<file path="src/hw/rtl/gsr_pkg.sv">
`timescale 1ns / 1ps
// ----------------------------------------------------------------------------
// gsr_pkg: shared definitions for the generic selection resolver
// Widths, status codes and the records passed along the comparison chain.
// ----------------------------------------------------------------------------
package gsr_pkg;

    // Capacity and field widths.
    localparam int MAX_ASSOC = 16;
    localparam int TYPE_BITS = 16;
    localparam int QUAL_BITS = 8;
    localparam int IDX_W     = 5;
    localparam int CNT_W     = $clog2(MAX_ASSOC + 1);
    localparam int SLOT_W    = $clog2(MAX_ASSOC);

    // Index value that means "none".
    localparam logic [IDX_W-1:0] IDX_NONE = '1;

    // Result status codes.
    typedef enum logic [2:0] {
        STAT_OK         = 3'd0,
        STAT_NO_MATCH   = 3'd1,
        STAT_DUP_DEFAULT= 3'd2,
        STAT_DUP_TYPE   = 3'd3,
        STAT_UNRESOLVED = 3'd4,
        STAT_OVERFLOW   = 3'd5
    } status_t;

    // One stored association.
    typedef struct packed {
        logic [TYPE_BITS-1:0] type_id;
        logic [QUAL_BITS-1:0] qual;
        logic                 dflt;
    } entry_t;

    // Search probe that walks the chain one cell per cycle.
    typedef struct packed {
        logic                 valid;
        logic [TYPE_BITS-1:0] type_id;
        logic [QUAL_BITS-1:0] qual;
        logic                 hit;
    } probe_t;

    // Controls from the sequencer to the row of cells.
    typedef struct packed {
        logic [MAX_ASSOC-1:0] wr_sel;
        logic [MAX_ASSOC-1:0] live;
        entry_t               wr_entry;
    } chain_ctl_t;

endpackage

</file>
<file path="src/hw/rtl/generic_selection_resolver_unit.sv">
`timescale 1ns / 1ps
// ----------------------------------------------------------------------------
// generic_selection_resolver_unit: type-keyed selection resolver
// A begin transfer sets the controlling type; association transfers follow
// and the transfer marked last yields a status, a chosen index and a clash index.
// ----------------------------------------------------------------------------
//  Channel | Direction | Handshake          | Contents
//  cfg     | in        | cfg_wr_en          | invalid type code
//  in      | in        | in_valid/in_stall  | command, type_id, qualifiers,
//          |           |                    | default_flag, last
//  out     | out       | out_valid/out_stall| status, chosen_index,
//          |           |                    | clash_index
//
// A begin transfer, or an association that needs no duplicate search, is done
// without entering the search state. An association with earlier stored entries
// sends a probe down the row of MAX_ASSOC cells, one cell per cycle, and no
// further transfer is taken until the probe has returned.
// Reset clears all control state; stored entries are not cleared, as only
// entries written in the open selection are ever compared.
// Input is stalled during a search and while an untaken result is held.
// ----------------------------------------------------------------------------
module generic_selection_resolver_unit
    import gsr_pkg::*;
(
    input  logic                    clk,
    input  logic                    rst_n,
    input  logic                    cfg_wr_en,
    input  logic [TYPE_BITS-1:0]    cfg_wr_data,
    input  logic                    in_valid,
    output logic                    in_stall,
    input  logic                    command,
    input  logic [TYPE_BITS-1:0]    type_id,
    input  logic [QUAL_BITS-1:0]    qualifiers,
    input  logic                    default_flag,
    input  logic                    last,
    output logic                    out_valid,
    input  logic                    out_stall,
    output logic [2:0]              status,
    output logic signed [IDX_W-1:0] chosen_index,
    output logic signed [IDX_W-1:0] clash_index
);

    chain_ctl_t       chain_ctl;
    probe_t           chain_probe [MAX_ASSOC+1];
    logic [IDX_W-1:0] sel_idx;
    logic [IDX_W-1:0] conf_idx;

    // Sequencer.
    gsr_ctrl u_ctrl (
        .clk            (clk),
        .rst_n          (rst_n),
        .cfg_wr_en      (cfg_wr_en),
        .cfg_wr_data    (cfg_wr_data),
        .in_valid       (in_valid),
        .in_stall       (in_stall),
        .command        (command),
        .type_id        (type_id),
        .qualifiers     (qualifiers),
        .default_flag   (default_flag),
        .last           (last),
        .out_valid      (out_valid),
        .out_stall      (out_stall),
        .status         (status),
        .chosen_index   (sel_idx),
        .clash_index    (conf_idx),
        .chain_ctl      (chain_ctl),
        .probe_launch   (chain_probe[0]),
        .probe_ret      (chain_probe[MAX_ASSOC])
    );

    // Row of association cells; the probe moves one cell per cycle.
    for (genvar k = 0; k < MAX_ASSOC; k++)
    begin : g_cell
        gsr_cell u_cell (
            .clk       (clk),
            .rst_n     (rst_n),
            .wr_en     (chain_ctl.wr_sel[k]),
            .live      (chain_ctl.live[k]),
            .wr_entry  (chain_ctl.wr_entry),
            .probe_in  (chain_probe[k]),
            .probe_out (chain_probe[k+1])
        );
    end

    assign chosen_index = $signed(sel_idx);
    assign clash_index  = $signed(conf_idx);

endmodule

</file>
<file path="src/hw/rtl/gsr_cell.sv">
`timescale 1ns / 1ps
// ----------------------------------------------------------------------------
// gsr_cell: one slot of the association chain
// Holds one stored association and compares the passing probe against it.
// ----------------------------------------------------------------------------
module gsr_cell
    import gsr_pkg::*;
(
    input  logic   clk,
    input  logic   rst_n,
    input  logic   wr_en,
    input  logic   live,
    input  entry_t wr_entry,
    input  probe_t probe_in,
    output probe_t probe_out
);

    entry_t entry_reg;
    probe_t probe_reg;
    probe_t probe_next;
    logic   same;

    // The stored entry is written once per association and needs no reset.
    always_ff @(posedge clk)
    begin
        if (wr_en)
        begin
            entry_reg <= wr_entry;
        end
    end

    // A live, non-default entry equal to the probe marks it as a duplicate.
    always_comb
    begin
        same = live && !entry_reg.dflt &&
               (entry_reg.type_id == probe_in.type_id) &&
               (entry_reg.qual == probe_in.qual);
        probe_next     = probe_in;
        probe_next.hit = probe_in.hit | (probe_in.valid & same);
    end

    // Hand the probe on to the next cell.
    always_ff @(posedge clk or negedge rst_n)
    begin
        if (!rst_n)
        begin
            probe_reg <= '0;
        end
        else
        begin
            probe_reg <= probe_next;
        end
    end

    assign probe_out = probe_reg;

endmodule

</file>
<file path="src/hw/rtl/gsr_ctrl.sv">
`timescale 1ns / 1ps
// ----------------------------------------------------------------------------
// gsr_ctrl: selection sequencer
// Takes transfers, keeps the selection state, launches duplicate searches
// down the cell chain and forms the registered result.
// ----------------------------------------------------------------------------
module gsr_ctrl
    import gsr_pkg::*;
(
    input  logic                 clk,
    input  logic                 rst_n,
    input  logic                 cfg_wr_en,
    input  logic [TYPE_BITS-1:0] cfg_wr_data,
    input  logic                 in_valid,
    output logic                 in_stall,
    input  logic                 command,
    input  logic [TYPE_BITS-1:0] type_id,
    input  logic [QUAL_BITS-1:0] qualifiers,
    input  logic                 default_flag,
    input  logic                 last,
    output logic                 out_valid,
    input  logic                 out_stall,
    output logic [2:0]           status,
    output logic [IDX_W-1:0]     chosen_index,
    output logic [IDX_W-1:0]     clash_index,
    output chain_ctl_t           chain_ctl,
    output probe_t               probe_launch,
    input  probe_t               probe_ret
);

    typedef enum logic {
        ST_IDLE,
        ST_SEARCH
    } ctrl_state_t;

    ctrl_state_t          state_reg,     state_next;
    logic [TYPE_BITS-1:0] inv_code_reg,  inv_code_next;
    logic [TYPE_BITS-1:0] ctl_type_reg,  ctl_type_next;
    logic [QUAL_BITS-1:0] ctl_qual_reg,  ctl_qual_next;
    logic                 ctl_inv_reg,   ctl_inv_next;
    logic [CNT_W-1:0]     count_reg,     count_next;
    logic [IDX_W-1:0]     dflt_pos_reg,  dflt_pos_next;
    logic [IDX_W-1:0]     match_pos_reg, match_pos_next;
    status_t              err_code_reg,  err_code_next;
    logic [IDX_W-1:0]     err_pos_reg,   err_pos_next;
    logic [TYPE_BITS-1:0] pend_type_reg, pend_type_next;
    logic [QUAL_BITS-1:0] pend_qual_reg, pend_qual_next;
    logic                 pend_last_reg, pend_last_next;
    probe_t               probe_reg,     probe_next;
    logic                 out_valid_reg, out_valid_next;
    status_t              out_stat_reg,  out_stat_next;
    logic [IDX_W-1:0]     out_sel_reg,   out_sel_next;
    logic [IDX_W-1:0]     out_conf_reg,  out_conf_next;

    logic                 out_free;
    logic                 accept;
    logic                 finish;
    logic [IDX_W-1:0]     cur_idx;
    logic                 ctl_equal;

    // Input is taken only when idle and the result register is free.
    assign out_free = !out_valid_reg || !out_stall;
    assign in_stall = (state_reg != ST_IDLE) || !out_free;
    assign accept   = in_valid && !in_stall;
    assign cur_idx  = IDX_W'(count_reg);

    // Sequencer next-state logic.
    always_comb
    begin
        state_next     = state_reg;
        inv_code_next  = cfg_wr_en ? cfg_wr_data : inv_code_reg;
        ctl_type_next  = ctl_type_reg;
        ctl_qual_next  = ctl_qual_reg;
        ctl_inv_next   = ctl_inv_reg;
        count_next     = count_reg;
        dflt_pos_next  = dflt_pos_reg;
        match_pos_next = match_pos_reg;
        err_code_next  = err_code_reg;
        err_pos_next   = err_pos_reg;
        pend_type_next = pend_type_reg;
        pend_qual_next = pend_qual_reg;
        pend_last_next = pend_last_reg;
        probe_next     = '0;
        out_valid_next = out_valid_reg && out_stall;
        out_stat_next  = out_stat_reg;
        out_sel_next   = out_sel_reg;
        out_conf_next  = out_conf_reg;
        finish         = 1'b0;
        ctl_equal      = 1'b0;

        chain_ctl          = '0;
        chain_ctl.wr_entry = '{type_id: type_id, qual: qualifiers, dflt: default_flag};
        for (int k = 0; k < MAX_ASSOC; k++)
        begin
            chain_ctl.live[k] = (CNT_W'(k) < count_reg);
        end

        if (accept && !command)
        begin
            // Begin transfer: load the controlling type and open a new list; if last, report unresolved.
            ctl_type_next  = type_id;
            ctl_qual_next  = qualifiers;
            ctl_inv_next   = (type_id == inv_code_reg);
            count_next     = '0;
            dflt_pos_next  = IDX_NONE;
            match_pos_next = IDX_NONE;
            err_code_next  = STAT_OK;
            err_pos_next   = IDX_NONE;
            if (last)
            begin
                out_valid_next = 1'b1;
                out_stat_next  = STAT_UNRESOLVED;
                out_sel_next   = IDX_NONE;
                out_conf_next  = IDX_NONE;
            end
        end
        else if (accept)
        begin
            // Association transfer.
            finish = last;
            if (count_reg >= CNT_W'(MAX_ASSOC))
            begin
                if (err_code_reg == STAT_OK)
                begin
                    err_code_next = STAT_OVERFLOW;
                    err_pos_next  = IDX_NONE;
                end
            end
            else
            begin
                chain_ctl.wr_sel[count_reg[SLOT_W-1:0]] = 1'b1;
                count_next = count_reg + CNT_W'(1);
                if (err_code_reg != STAT_OK)
                begin
                    // A sticky error stops all further checks.
                end
                else if (default_flag)
                begin
                    if (!dflt_pos_reg[IDX_W-1])
                    begin
                        err_code_next = STAT_DUP_DEFAULT;
                        err_pos_next  = cur_idx;
                    end
                    else
                    begin
                        dflt_pos_next = cur_idx;
                    end
                end
                else if (type_id == inv_code_reg)
                begin
                    err_code_next = STAT_UNRESOLVED;
                    err_pos_next  = cur_idx;
                end
                else if (count_reg == '0)
                begin
                    if (match_pos_reg[IDX_W-1] && type_id == ctl_type_reg &&
                        qualifiers == ctl_qual_reg)
                    begin
                        match_pos_next = cur_idx;
                    end
                end
                else
                begin
                    // Earlier entries exist: walk the chain for a duplicate.
                    count_next         = count_reg;
                    finish             = 1'b0;
                    state_next         = ST_SEARCH;
                    pend_type_next     = type_id;
                    pend_qual_next     = qualifiers;
                    pend_last_next     = last;
                    probe_next.valid   = 1'b1;
                    probe_next.type_id = type_id;
                    probe_next.qual    = qualifiers;
                    probe_next.hit     = 1'b0;
                end
            end
        end
        else if (state_reg == ST_SEARCH && probe_ret.valid)
        begin
            // The probe has passed every cell.
            state_next = ST_IDLE;
            count_next = count_reg + CNT_W'(1);
            finish     = pend_last_reg;
            ctl_equal  = (pend_type_reg == ctl_type_reg) && (pend_qual_reg == ctl_qual_reg);
            if (probe_ret.hit)
            begin
                err_code_next = STAT_DUP_TYPE;
                err_pos_next  = cur_idx;
            end
            else if (match_pos_reg[IDX_W-1] && ctl_equal)
            begin
                match_pos_next = cur_idx;
            end
        end

        // Close the selection: form the result and clear the list.
        if (finish)
        begin
            out_valid_next = 1'b1;
            out_sel_next   = IDX_NONE;
            out_conf_next  = IDX_NONE;
            if (ctl_inv_reg)
            begin
                out_stat_next = STAT_UNRESOLVED;
            end
            else if (err_code_next == STAT_OVERFLOW)
            begin
                out_stat_next = STAT_OVERFLOW;
            end
            else if (err_code_next != STAT_OK)
            begin
                out_stat_next = err_code_next;
                out_conf_next = err_pos_next;
            end
            else if (!match_pos_next[IDX_W-1])
            begin
                out_stat_next = STAT_OK;
                out_sel_next  = match_pos_next;
            end
            else if (!dflt_pos_next[IDX_W-1])
            begin
                out_stat_next = STAT_OK;
                out_sel_next  = dflt_pos_next;
            end
            else
            begin
                out_stat_next = STAT_NO_MATCH;
            end
            count_next     = '0;
            dflt_pos_next  = IDX_NONE;
            match_pos_next = IDX_NONE;
            err_code_next  = STAT_OK;
            err_pos_next   = IDX_NONE;
        end
    end

    // State and registered outputs.
    always_ff @(posedge clk or negedge rst_n)
    begin
        if (!rst_n)
        begin
            state_reg     <= ST_IDLE;
            inv_code_reg  <= '0;
            ctl_type_reg  <= '0;
            ctl_qual_reg  <= '0;
            ctl_inv_reg   <= 1'b0;
            count_reg     <= '0;
            dflt_pos_reg  <= IDX_NONE;
            match_pos_reg <= IDX_NONE;
            err_code_reg  <= STAT_OK;
            err_pos_reg   <= IDX_NONE;
            pend_type_reg <= '0;
            pend_qual_reg <= '0;
            pend_last_reg <= 1'b0;
            probe_reg     <= '0;
            out_valid_reg <= 1'b0;
            out_stat_reg  <= STAT_OK;
            out_sel_reg   <= IDX_NONE;
            out_conf_reg  <= IDX_NONE;
        end
        else
        begin
            state_reg     <= state_next;
            inv_code_reg  <= inv_code_next;
            ctl_type_reg  <= ctl_type_next;
            ctl_qual_reg  <= ctl_qual_next;
            ctl_inv_reg   <= ctl_inv_next;
            count_reg     <= count_next;
            dflt_pos_reg  <= dflt_pos_next;
            match_pos_reg <= match_pos_next;
            err_code_reg  <= err_code_next;
            err_pos_reg   <= err_pos_next;
            pend_type_reg <= pend_type_next;
            pend_qual_reg <= pend_qual_next;
            pend_last_reg <= pend_last_next;
            probe_reg     <= probe_next;
            out_valid_reg <= out_valid_next;
            out_stat_reg  <= out_stat_next;
            out_sel_reg   <= out_sel_next;
            out_conf_reg  <= out_conf_next;
        end
    end

    assign probe_launch = probe_reg;
    assign out_valid    = out_valid_reg;
    assign status       = out_stat_reg;
    assign chosen_index = out_sel_reg;
    assign clash_index  = out_conf_reg;

`ifndef ASSERT_OFF
    // No result may be pending while a search is under way.
    a_search_no_result: assert property (@(posedge clk) disable iff (!rst_n)
        state_reg == ST_SEARCH |-> !out_valid_reg)
        else $error("result register occupied during search");

    // A probe returns only to a waiting sequencer.
    a_return_in_search: assert property (@(posedge clk) disable iff (!rst_n)
        probe_ret.valid |-> state_reg == ST_SEARCH)
        else $error("probe returned outside a search");

    // The fill count never passes the capacity.
    a_count_bound: assert property (@(posedge clk) disable iff (!rst_n)
        count_reg <= CNT_W'(MAX_ASSOC))
        else $error("association count above capacity");

    // A failing result never carries a selection.
    a_error_no_select: assert property (@(posedge clk) disable iff (!rst_n)
        out_valid_reg && out_stat_reg != STAT_OK |-> out_sel_reg == IDX_NONE)
        else $error("error result with a selected index");
`endif

endmodule
</file>
<file path="config.mk">
export PLATFORM = sky130hd
export DESIGN_NAME = generic_selection_resolver_unit
export DESIGN_NICKNAME = d
export VERILOG_FILES = /design/src/hw/rtl/gsr_pkg.sv /design/src/hw/rtl/generic_selection_resolver_unit.sv /design/src/hw/rtl/gsr_cell.sv /design/src/hw/rtl/gsr_ctrl.sv
export SDC_FILE = /design/constraint.sdc
export NUM_CORES = 1
export LEC_CHECK = 0
export ABC_AREA = 1
export ABC_CLOCK_PERIOD_IN_PS = 5200
export BUFFER_PORTS_ARGS = -buffer_cell sky130_fd_sc_hd__buf_2
export CAP_MARGIN = 5
export CORE_ASPECT_RATIO = 0.9
export CORE_UTILIZATION = 36
export DETAILED_ROUTE_END_ITERATION = 8
export PLACE_DENSITY = 0.56
export SETUP_SLACK_MARGIN = 0.02
export SKIP_LAST_GASP = 1
export SLEW_MARGIN = 20
export SYNTH_ARGS = -nofsm -noshare
export SYNTH_HDL_FRONTEND = slang
export SYNTH_HIERARCHICAL = 1
export SYNTH_SLANG_ARGS = --single-unit
</file>
<file path="constraint.sdc">
create_clock -name clk -period 5.2 [get_ports clk]
set_input_delay 1.04 -clock clk [delete_from_list [all_inputs] [get_ports clk]]
set_output_delay 1.04 -clock clk [all_outputs]
set_load 0.05 [all_outputs]
</file>
## Word-level counts from Yosys, hierarchy flattened

Index checks and enable logic that the tools add are counted.

- Flip-flop bits (word level): 922
- Output and inout port bits: 15
- Logic and storage cells: 426
- Input port bits: 48

- Eq/ne operators: 45
- Reductions and logical operators: 92
- Add/sub/neg operators: 1
- $lt $le $gt $ge: 19
- Bitwise operators: 38
- Muxes and demuxes: 100

Operators by type and width:

| operator | count |
|---|---|
| $eq 16x16->1 | 19 |
| $mux 5 | 51 |
| $mux 26 | 7 |
| $eq 8x8->1 | 18 |
| $logic_and 1x1->1 | 57 |
| $mux 3 | 18 |
| $mux 16 | 3 |
| $lt 4x5->1 const A | 8 |
| $logic_not 1->1 | 21 |
| $lt 3x5->1 const A | 4 |
| $mux 1 | 20 |
| $and 1x1->1 | 16 |
| $or 1x1->1 | 16 |
| $reduce_and 7->1 | 2 |
| $lt 1x5->1 const A | 2 |
| $lt 2x5->1 const A | 2 |
| $ne 2x2->1 const B | 5 |
| $ne 7x7->1 const B | 1 |
| $not 1->1 | 6 |
| $reduce_bool 2->1 | 3 |
| $reduce_bool 3->1 | 2 |
| $add 5x1->5 const B | 1 |
| $ge 5x5->1 const B | 1 |
| $logic_not 5->1 | 1 |
| 10 further kinds | 11 |

## Longest topological paths before layout

- Word-level depth: 16
- Mapped depth: 16
- Mapped depth without buffers: 16

## By module

Netlist, hierarchy kept.

Modules (own cells, without submodules):

| module | times used | sequential area each (um^2) | area an instance (um^2) | cells an instance |
|---|---|---|---|---|
| gsr_cell | 16 | 1401.3 | 1830.5 | 151 |
| gsr_ctrl | 1 | 3259.4 | 7103.1 | 950 |

## Worst setup path before layout

OpenSTA, ideal clock, no wires.

- Path type: input -> register
- Start point: input out_stall
- End point: register g_cell[14].u_cell/entry_reg[0] in the netlist's numbering, enable pin
- Path slack: 0.405 ns
- Setup time: 0.470 ns
- Buffers on the path: 3
- Data arrival time: 4.324 ns
- Data required time: 4.730 ns
- Stages: 8
- Path through: nand2_1 > nand3_1 > inv_1 > buf_2 > nand2_1 > buf_2 > buf_1 > nor4_1

RTL lines:

| element | line | source |
|---|---|---|
| from (decl) | generic_selection_resolver_unit.sv:37 | `input logic out_stall,` |
| to (signal assigned) | gsr_cell.sv:28 | `entry_reg <= wr_entry;` |
| to (decl) | gsr_cell.sv:18 | `entry_t entry_reg;` |

## Final worst setup path

- Start point: register u_ctrl.count_reg[1]
- End point: register u_ctrl.pend_qual_reg[1]

- Longest elaborated chain between the ends: 3
- Elaborated cells on any way between the ends: 5
- Classes of those cells: 1 x order compare; 2 x bitwise; 2 x reduce/logical

RTL lines:

| element | line | source |
|---|---|---|
| from (decl) | gsr_ctrl.sv:41 | `logic [CNT_W-1:0] count_reg, count_next;` |
| from (signal assigned) | gsr_ctrl.sv:268 | `count_reg <= count_next;` |
| $ge 5x5->1 / $logic_not 5->1 (equally long branches) | gsr_ctrl.sv:121, gsr_ctrl.sv:154 |  |
| $not 1->1 (no line) | - |  |
| $reduce_and 7->1 (no line) * | - |  |
| to (signal assigned) | gsr_ctrl.sv:274 | `pend_qual_reg <= pend_qual_next;` |
| to (decl) | gsr_ctrl.sv:47 | `logic [QUAL_BITS-1:0] pend_qual_reg, pend_qual_next;` |

Mark *: on every way between the ends. The rest lies on a longest branch, timed or not.
A chain may end at the register's enable or synchronous reset.

==> results.json <==
{
  "clock-sinks": 921,
  "relSlewSlack": 0.2837,
  "combPwrFrac": 0.018,
  "grt_pass1_wl_mm": 113.3,
  "drv_slew": 0,
  "drt_iter0_markers": 1111,
  "power_frac_seq": 0.525,
  "row_count": 109,
  "setup.worst_path.class": "reg -> reg",
  "syn_to_final_growth_pct": 14.24,
  "nets": 3530,
  "hold_viol": 0,
  "p_sw_w": 0.002938,
  "grt_antenna_before_repair": 0,
  "die_h_um": 301.1,
  "synthCells": 3342,
  "slowest_delay_ns": 0.80,
  "cts.path.max_buffers": 3,
  "timing.hold.ws_ns": 0.3699,
  "post_drt_wl_per_cell_um": 14.28,
  "max_slew.worst_pin.slew_ns": 1.073,
  "vias": 20850,
  "ios": 63,
  "dieArea_um2": 100700,
  "cts_tree": "done",
  "clock_latency_ns": 0.64,
  "post-dp-hpwl_mm": 48.98,
  "crit_fanout": 42,
  "min_period_over_period": 0.6263,
  "grt_pass1_vias": 20880,
  "vias_per_cell": 4.267,
  "maxCapViolCount": 0,
  "gr-total-overflow": 0,
  "numCtsBuffers": 95,
  "p_int_w": 0.01159,
  "cts.clk_slew.worst_paths_ns": 0.06,
  "h-tree-depth": 3,
  "layout_min_cycle_time_ns": 3.257,
  "remaining_drc_errors": 0,
  "hp-class": "reg -> reg",
  "setup_tns_ns": 0,
  "n_fill_cell": 9279,
  "ctsResizeCount": 0,
  "powerDensity_nw_per_um2": 355.4,
  "finalSetupViolations": 0,
  "place_area_um2": 37820,
  "cp_cell_sequence": "inv_1 > ha_1 > inv_1 > nor2_4 > inv_2 > nand2_1 > inv_2 > nand3_4 > nor2_4 > buf_4 > inv_2 > nor2_1 > o21bai_1",
  "netlist_area_um2": 35790,
  "final_area_um2": 40890,
  "p_sw_frac": 0.2022,
  "fmax_ghz": 0.3071,
  "grtUsageTotal": 0.1441,
  "syn_area_per_cell_um2": 10.71,
  "rsz0062_at_grt": "false",
  "n_antenna_cell": 0,
  "critPathBufInv": 6,
  "crit_family": "buffers and inverters",
  "die_w_um": 334.4,
  "ys_warn_count": 6,
  "gp_congestion": 0.8385,
  "io_buffers": 62,
  "leakage_nw": 19.28,
  "outcome": "finished, final reports clean",
  "cp-end-kind": "flip-flop",
  "grt_max_degree": 110,
  "dr.pass1.iters": 5,
  "syn-num-nets": 3394,
  "design.core.area_um2": 98330,
  "vdd_drop_max_uv": 334.9,
  "cp.required_ns": 5.72,
  "final_common_cell": "nand2_1",
  "skew_ns": 0.02396,
  "layout-drive-gt1-share": 0.09086,
  "crit_arrival_ns": 3.77,
  "largest_register_ffs": 400,
  "final_cell_mix": "nand2_1, inv_1, dfrtp_1",
  "clockPowerShare": 0.457,
  "post-cts-setup-buffers": 0,
  "cp_slowest_cell": "inv_2",
  "root_buffer": "clkbuf_16",
  "ant_nets": 0,
  "initial_core_util": 0.3640,
  "hold_buffers": 0,
  "worst_path_most_repeated_cell": "inv_2",
  "wl_mm": 69.77,
  "worstSetupStartpointType": "flip-flop"
}
-- path summary, 6_finish.rpt --
check	slack [ns]	endpoint	cells past startpoint	from
setup / recovery	1.94	u_ctrl/pend_qual_reg[1]	13	u_ctrl/count_reg[1]
hold reg to reg	0.37	g_cell[14].u_cell/probe_out[25]	0	g_cell[13].u_cell/probe_out[25]
max in group asynchronous	3.66	g_cell[13].u_cell/probe_out[13]	2	rst_n
setup reg to reg	1.94	u_ctrl/pend_qual_reg[1]	13	u_ctrl/count_reg[1]
hold / removal	0.37	g_cell[14].u_cell/probe_out[25]	0	g_cell[13].u_cell/probe_out[25]
min in group asynchronous	0.44	u_ctrl/err_code_reg[1]	1	rst_n
-- area by class of cell --
cell class,instances,area (µm²),area share
sequential,921,25080,0.6134
clock buffer,121,2567,0.06280
multi-input combinational,1849,8527,0.2086
tap,1332,1667,0.04076
clock inverter,53,496.7,0.01215
timing repair buffer,89,585.6,0.01432
inverter,522,1962,0.04798
-- routing by layer --
metal | global-route usage | part of all wire
met1 | 0.1932 | 0.46
met2 | 0.2393 | 0.47
met3 | 0.02662 | 0.038
met4 | 0.04139 | 0.024
met5 | 0 | 0
-- worst reg2reg max path, cell delays in order (launching register included) --
cell      delay (ns)
dfrtp_1         0.52
inv_1           0.40
ha_1            0.22
inv_1           0.16
nor2_4          0.20
inv_2           0.06
nand2_1         0.06
inv_2           0.05
nand3_4         0.08
nor2_4          0.03
buf_4           0.21
inv_2           0.80
nor2_1          0.14
o21bai_1        0.20
-- metrics by stage --
stage	setup WS, ns	total power [W]	utilization	cells
after floorplan	0.4055	0.007862	-	3342
after global placement	1.431	0.008037	0.3846	4713
after detailed placement	1.374	0.008039	0.3846	4713
after CTS	1.940	0.01473	0.4158	4887
after global routing	1.714	0.01506	0.4158	4887
final	1.944	0.01453	0.4158	4887
-- power by group through the flow --
stage	sequential (W)	clock, W	combinational [W]
after CTS	0.00763	0.00683	0.000271
after global placement	0.00777	0	0.000268
after detailed placement	0.00777	0	0.000270
after global routing	0.00763	0.00713	0.000302
after floorplan	0.00777	0	0.0000959
final	0.00763	0.00664	0.000259
(Power assumes the default switching activity.)
